## src/design/spq_pkg.sv

```systemverilog
`timescale 1ns / 1ps
package spq_pkg;

    localparam int CAPACITY = 64;
    localparam int TAG_BITS = 16;
    localparam int TYPE_BITS = 8;
    localparam int PRIO_BITS = 32;
    localparam int STATUS_BITS = 3;
    localparam int CNT_W = $clog2(CAPACITY + 1);

    localparam int IN_FIELD_W = TAG_BITS + TYPE_BITS + PRIO_BITS;
    localparam int IN_DATA_W = ((IN_FIELD_W + 7) / 8) * 8;
    localparam int OUT_FIELD_W = CNT_W + TAG_BITS + TYPE_BITS + PRIO_BITS;
    localparam int OUT_DATA_W = ((OUT_FIELD_W + 7) / 8) * 8;

    localparam logic KIND_INSERT = 1'b0;
    localparam logic KIND_REMOVE = 1'b1;

    localparam logic [STATUS_BITS-1:0] ST_OK = 3'd0;
    localparam logic [STATUS_BITS-1:0] ST_DUP = 3'd1;
    localparam logic [STATUS_BITS-1:0] ST_FULL = 3'd2;
    localparam logic [STATUS_BITS-1:0] ST_EMPTY = 3'd3;
    localparam logic [STATUS_BITS-1:0] ST_NULL = 3'd4;

    typedef struct packed {
        logic signed [PRIO_BITS-1:0] prio;
        logic [TYPE_BITS-1:0] item_type;
        logic [TAG_BITS-1:0] tag;
    } entry_t;

    typedef struct packed {
        logic capture;
        logic insert;
        logic remove;
    } cell_cmd_t;

endpackage

```

## src/design/spq_cell.sv

```systemverilog
`timescale 1ns / 1ps
module spq_cell (
    input  logic              clk,
    input  logic              rst_n,
    input  spq_pkg::cell_cmd_t cmd,
    input  spq_pkg::entry_t   cmp_entry,
    input  spq_pkg::entry_t   new_entry,
    input  logic              occupied,
    input  spq_pkg::entry_t   left_entry,
    input  logic              left_place,
    input  spq_pkg::entry_t   right_entry,
    output spq_pkg::entry_t   entry,
    output logic              match,
    output logic              place
);
    import spq_pkg::*;

    entry_t entry_reg;
    entry_t entry_next;
    logic   match_reg;
    logic   place_reg;

    always_comb
    begin
        entry_next = entry_reg;
        if (cmd.insert)
        begin
            if (left_place)
            begin
                entry_next = left_entry;
            end
            else if (place_reg)
            begin
                entry_next = new_entry;
            end
        end
        else if (cmd.remove)
        begin
            entry_next = right_entry;
        end
    end

    always_ff @(posedge clk)
    begin
        entry_reg <= entry_next;
    end

    // compare against the incoming item while it is captured
    always_ff @(posedge clk or negedge rst_n)
    begin
        if (!rst_n)
        begin
            match_reg <= 1'b0;
            place_reg <= 1'b0;
        end
        else if (cmd.capture)
        begin
            match_reg <= occupied && (entry_reg.tag == cmp_entry.tag);
            place_reg <= !occupied || (entry_reg.prio > cmp_entry.prio);
        end
    end

    assign entry = entry_reg;
    assign match = match_reg;
    assign place = place_reg;

endmodule

```

## config.mk

```make
export PLATFORM = sky130hd
export DESIGN_NAME = spq_cell
export DESIGN_NICKNAME = d
export VERILOG_FILES = /design/src/design/spq_pkg.sv /design/src/design/spq_cell.sv
export SDC_FILE = /design/constraint.sdc
export NUM_CORES = 1
export LEC_CHECK = 0
export ABC_AREA = 1
export BUFFER_PORTS_ARGS = -buffer_cell sky130_fd_sc_hd__buf_4
export CAP_MARGIN = 30
export CORE_AREA = 2 2 112 114
export CTS_CLUSTER_SIZE = 16
export DETAILED_ROUTE_END_ITERATION = 10
export DIE_AREA = 0 0 114 116
export PLACE_DENSITY = 0.71
export SLEW_MARGIN = 20
export SYNTH_ARGS = -nofsm -noshare
export SYNTH_HDL_FRONTEND = slang
export SYNTH_SLANG_ARGS = --single-unit
```

## constraint.sdc

```tcl
create_clock -name clk -period 5 [get_ports clk]
set_clock_uncertainty 0.2 [all_clocks]
set_input_delay 0.25 -clock clk [delete_from_list [all_inputs] [get_ports clk]]
set_output_delay 0.25 -clock clk [all_outputs]
set_load 0.01 [all_outputs]
```

==> results by stage <==
Status:
- The flow ran to the end, and the final reports show no timing, DRC or antenna violations.

Clock network:
- CTS placed an instance of clkbuf_16 at the clock tree root.
- The sink count of the clock tree is 58.
- The number of resized instances in the post-cts repair step is 0.
- No sink is reached through more buffers than the 2 on the longest clock path.
- The H-tree was split into 3 levels.
- The cts-stage hold buffer count is 5.
- The source-to-sink clock delay at the later pin of the worst-skew pair is 320 ps.
- Clock-pin slew was measured on the worst setup and hold paths at 50 ps.
- TritonCTS created 9 clock buffers.
- TritonCTS built the clock tree.
- The total setup buffers inserted after CTS is 0.

Place:
- Buffers placed on the I/O ports in this run total 280.
- Detailed placement ended at an HPWL of 10000 um.
- The placement-stage cell area is 6140 um^2.
- The congestion estimate from routability-driven global placement came to 0.838.

Route:
- The number of routed nets with antenna violations is 0.
- The total DRC errors in the routed layout is 0.
- The post-detailed-route via-to-cell ratio is 4.72.
- Dividing the detail-routed wire length by the instance count gives 14.0 um.
- The first-iteration detailed-routing DRC count is 174.
- For this run, the detailed router's first-pass iteration total came to 4.
- For this block, the routed nets add up to 12900 um of wire.
- Detailed routing inserted a total of 4328 vias.

Final layout:
- The repair_antennas step left the layout with diodes totalling 0.
- The number of nets at the end of the flow is 1027.
- After routing the design area is 6520 um^2.
- The synthesis-to-finish area growth is 64.8%.
- The flip-flop count of the largest register after layout is 56.
- The fraction of layout cells with a size suffix above 1 is 0.398.

Floorplanning:
- The core region is 11900 um^2.
- The total I/O pin count is 289.
- The number of core rows is 40.
- The die outline area is 13200 um^2.
- For this configuration, the core starts out at a cell density of 0.332.
- The chip width is 114 um.
- The die is 116 um tall.

Power and ir drop:
- For this design the ratio of total power to cell area is 257 nW/um^2.
- Across the VDD grid, the largest voltage drop is 0.112 mV.
- The final total power is 0.00167 W.
- The share of total power in the clock network is 0.346.
- The total net switching power is 0.000442 W.
- The switching part of the total power is 0.264.
- Of the total power, combinational logic draws 0.276.
- In this run the static leakage power is 3.26 nW.
- The cell-internal power is 0.00123 W.
- The share of total power dissipated in sequential elements is 0.379.

STA:
- The measured slew at the worst slew-check pin is 750 ps.
- Derived from the worst setup path, the maximum achievable clock frequency is 0.357 GHz.
- The worst hold slack is 74.3 ps.
- Subtracting the final worst setup slack from the clock period gives 2800 ps.
- Dividing the final minimum period by the clock period gives 0.560.
- Adding up every negative setup slack in the final design gives 0 ps.
- The total count of max-transition violations in the final report is 0.
- The headroom to the max-slew limit is 0.500.
- Setup repair after global routing left no endpoint under its margin.
- The total count of hold-check failures in the final report is 0.
- Setup violations remaining at the end of the flow were counted as 0.

Global routing:
- The number of global-route vias before repair is 4370.
- The met1 layer usage reported by global route is 0.213.
- In the global route stage, overall resource usage came out at 0.188.
- Entering global routing, the biggest net connects 115 pins.
- The number of antenna violations at the first check in global routing is 0.
- The first global-routing pass estimated 19700 um of wire.
- The global routing's busiest layer is met2.
- In the global route stage, met3 resource usage came out at 0.0445.
- The total congestion overflow after global routing is 0.
- The routing usage on met2 is 0.349.

Yosys:
- The post-synthesis cell type with the largest combined area is edfxtp_1.
- The flip-flop and latch count after synthesis is 58.
- The number of library cell types mapped by synthesis is 27.
- The average instance area after synthesis is 8.07 um^2.
- The post-synthesis instance area is 3950 um^2.
- Ranked by total cell area, the synthesized netlist is headed by edfxtp_1 (43%), nand2_1 (15%), ha_1 (10%).
- The share of the Yosys chip area taken by registers is 0.438.
- Counting every net in the synthesized netlist gives 753.
- The warning count from the yosys run is 0.
- In the synthesized netlist, the number of instances is 490.
- The share of synthesized area in the top cell type comes to 0.425.

Critical path:
- The critical path is of the register to register type.
- For the worst setup path, the data arrival time is 2850 ps.
- The peak fanout along the critical path is 2.
- The data required time of the worst path is 5050 ps.
- The kind of capture point of the worst setup path is a register.
- For the worst flop-to-flop path, the logic depth is 8.
- The critical path starts at entry[8]$_DFFE_PP_.
- The nature of the critical path startpoint is a register.
- The worst register-to-register path begins at entry[8]$_DFFE_PP_.

Min path:
- The worst hold path cell count is 3.
- The path class of the tightest hold or removal check is primary input to register.
- The origin of the worst min-delay path is right_entry[16].

Flow run:
- The number of max-capacitance violations reported is 0.
## worst paths after layout
| check | endpoint | slack, ps |
|---|---|---|
| worst max-delay path | match$_DFFE_PN0P_ | 2200 |
| max in group asynchronous | match$_DFFE_PN0P_ | 4430 |
| worst min register to register | place$_DFFE_PN0P_ | 390 |
| min in group asynchronous | place$_DFFE_PN0P_ | 80 |
| worst min-delay path | entry[16]$_DFFE_PP_ | 70 |
| worst max register to register | match$_DFFE_PN0P_ | 2200 |
## synth_stat cells
library cell,n
nor4_1,3
edfxtp_1,56
nand2_2,1
nand4_4,1
buf_2,9
xnor2_1,2
buf_1,5
nor2_2,3
a21oi_1,12
xor2_1,14
nand4_1,2
nand2_1,157
a31oi_1,56
nand3_2,1
inv_2,2
clkbuf_1,11
nand3_1,3
nor2_1,68
inv_1,42
ha_1,32
o21a_2,1
o21ai_0,2
dfrtp_1,2
a21o_1,1
clkinv_1,1
o22ai_1,1
a21oi_2,2
## through the flow
step                      worst slack, ps  utilization  cells
after floorplan                      2450            -    490
after global placement               2130        0.516    893
after detailed placement             2070        0.516    893
after CTS                            2170        0.543    914
after global routing                 2010        0.547    916
final                                2200        0.547    916
## placed cells by master, fill, tap and decap left out
cell / count
buf_4: 281
dlygate4sd3_1: 5
nand4_1: 2
xor2_1: 14
nand3_1: 3
buf_12: 1
inv_1: 40
clkbuf_1: 2
nor4_1: 3
bufinv_16: 1
inv_2: 4
xnor2_1: 2
clkbuf_16: 9
nand2_1: 157
a31oi_1: 56
o21ai_0: 2
nand4_4: 1
dfrtp_1: 2
buf_16: 1
clkinv_1: 5
nor2_1: 68
ha_1: 32
o21a_2: 1
edfxtp_1: 56
a21oi_2: 2
nor2_2: 3
a21o_1: 1
nand2_2: 1
nand3_2: 1
a21oi_1: 12
o22ai_1: 1
## power groups by stage
stage / Combinational, W / Clock (W) / Sequential [W]
4_1_cts: 0.000464 / 0.000590 / 0.000634
3_5_place_dp: 0.000461 / 0 / 0.000642
2_1_floorplan: 0.000179 / 0 / 0.000661
3_3_place_gp: 0.000448 / 0 / 0.000640
5_1_grt: 0.000513 / 0.000608 / 0.000639
6_report: 0.000461 / 0.000578 / 0.000633
## layout make-up
| class | instances | area (um^2) |
|---|---|---|
| flip-flops and latches | 58 | 1730 |
| repair buffers | 288 | 2210 |
| multi-input cells | 362 | 1950 |
| clock buffers | 11 | 233 |
| well taps | 147 | 184 |
| fillers | 1078 | 5390 |
| clock inverters | 5 | 45.0 |
| inverters | 45 | 169 |
## cells by family after synthesis
group                    count (synthesis)  share of synthesized area
adder cells (fa/ha/maj)                 32                      0.101
AND/OR/NAND/NOR                        239                      0.240
AO/OA/AOI/OAI                           75                      0.116
XOR/XNOR                                16                     0.0354
buffers and inverters                   70                     0.0693
flip-flops                              58                      0.438
## routing by layer
layer  part of all wire  up-vias
met5                  0        -
met4              0.011        0
met3              0.075       12
met2               0.53      189
met1               0.39     1934
li1                   -     2193
## critical path, cell delays in order, from the launching register on
cell and delay, ps:
edfxtp_1 440, xor2_1 170, nor4_1 370, nand4_1 200, nor2_1 130, nand3_1 70, dlygate4sd3_1 560, nand2_1 50
dlygate4sd3_1 540
Note: power is estimated with default switching activity, not from simulation.
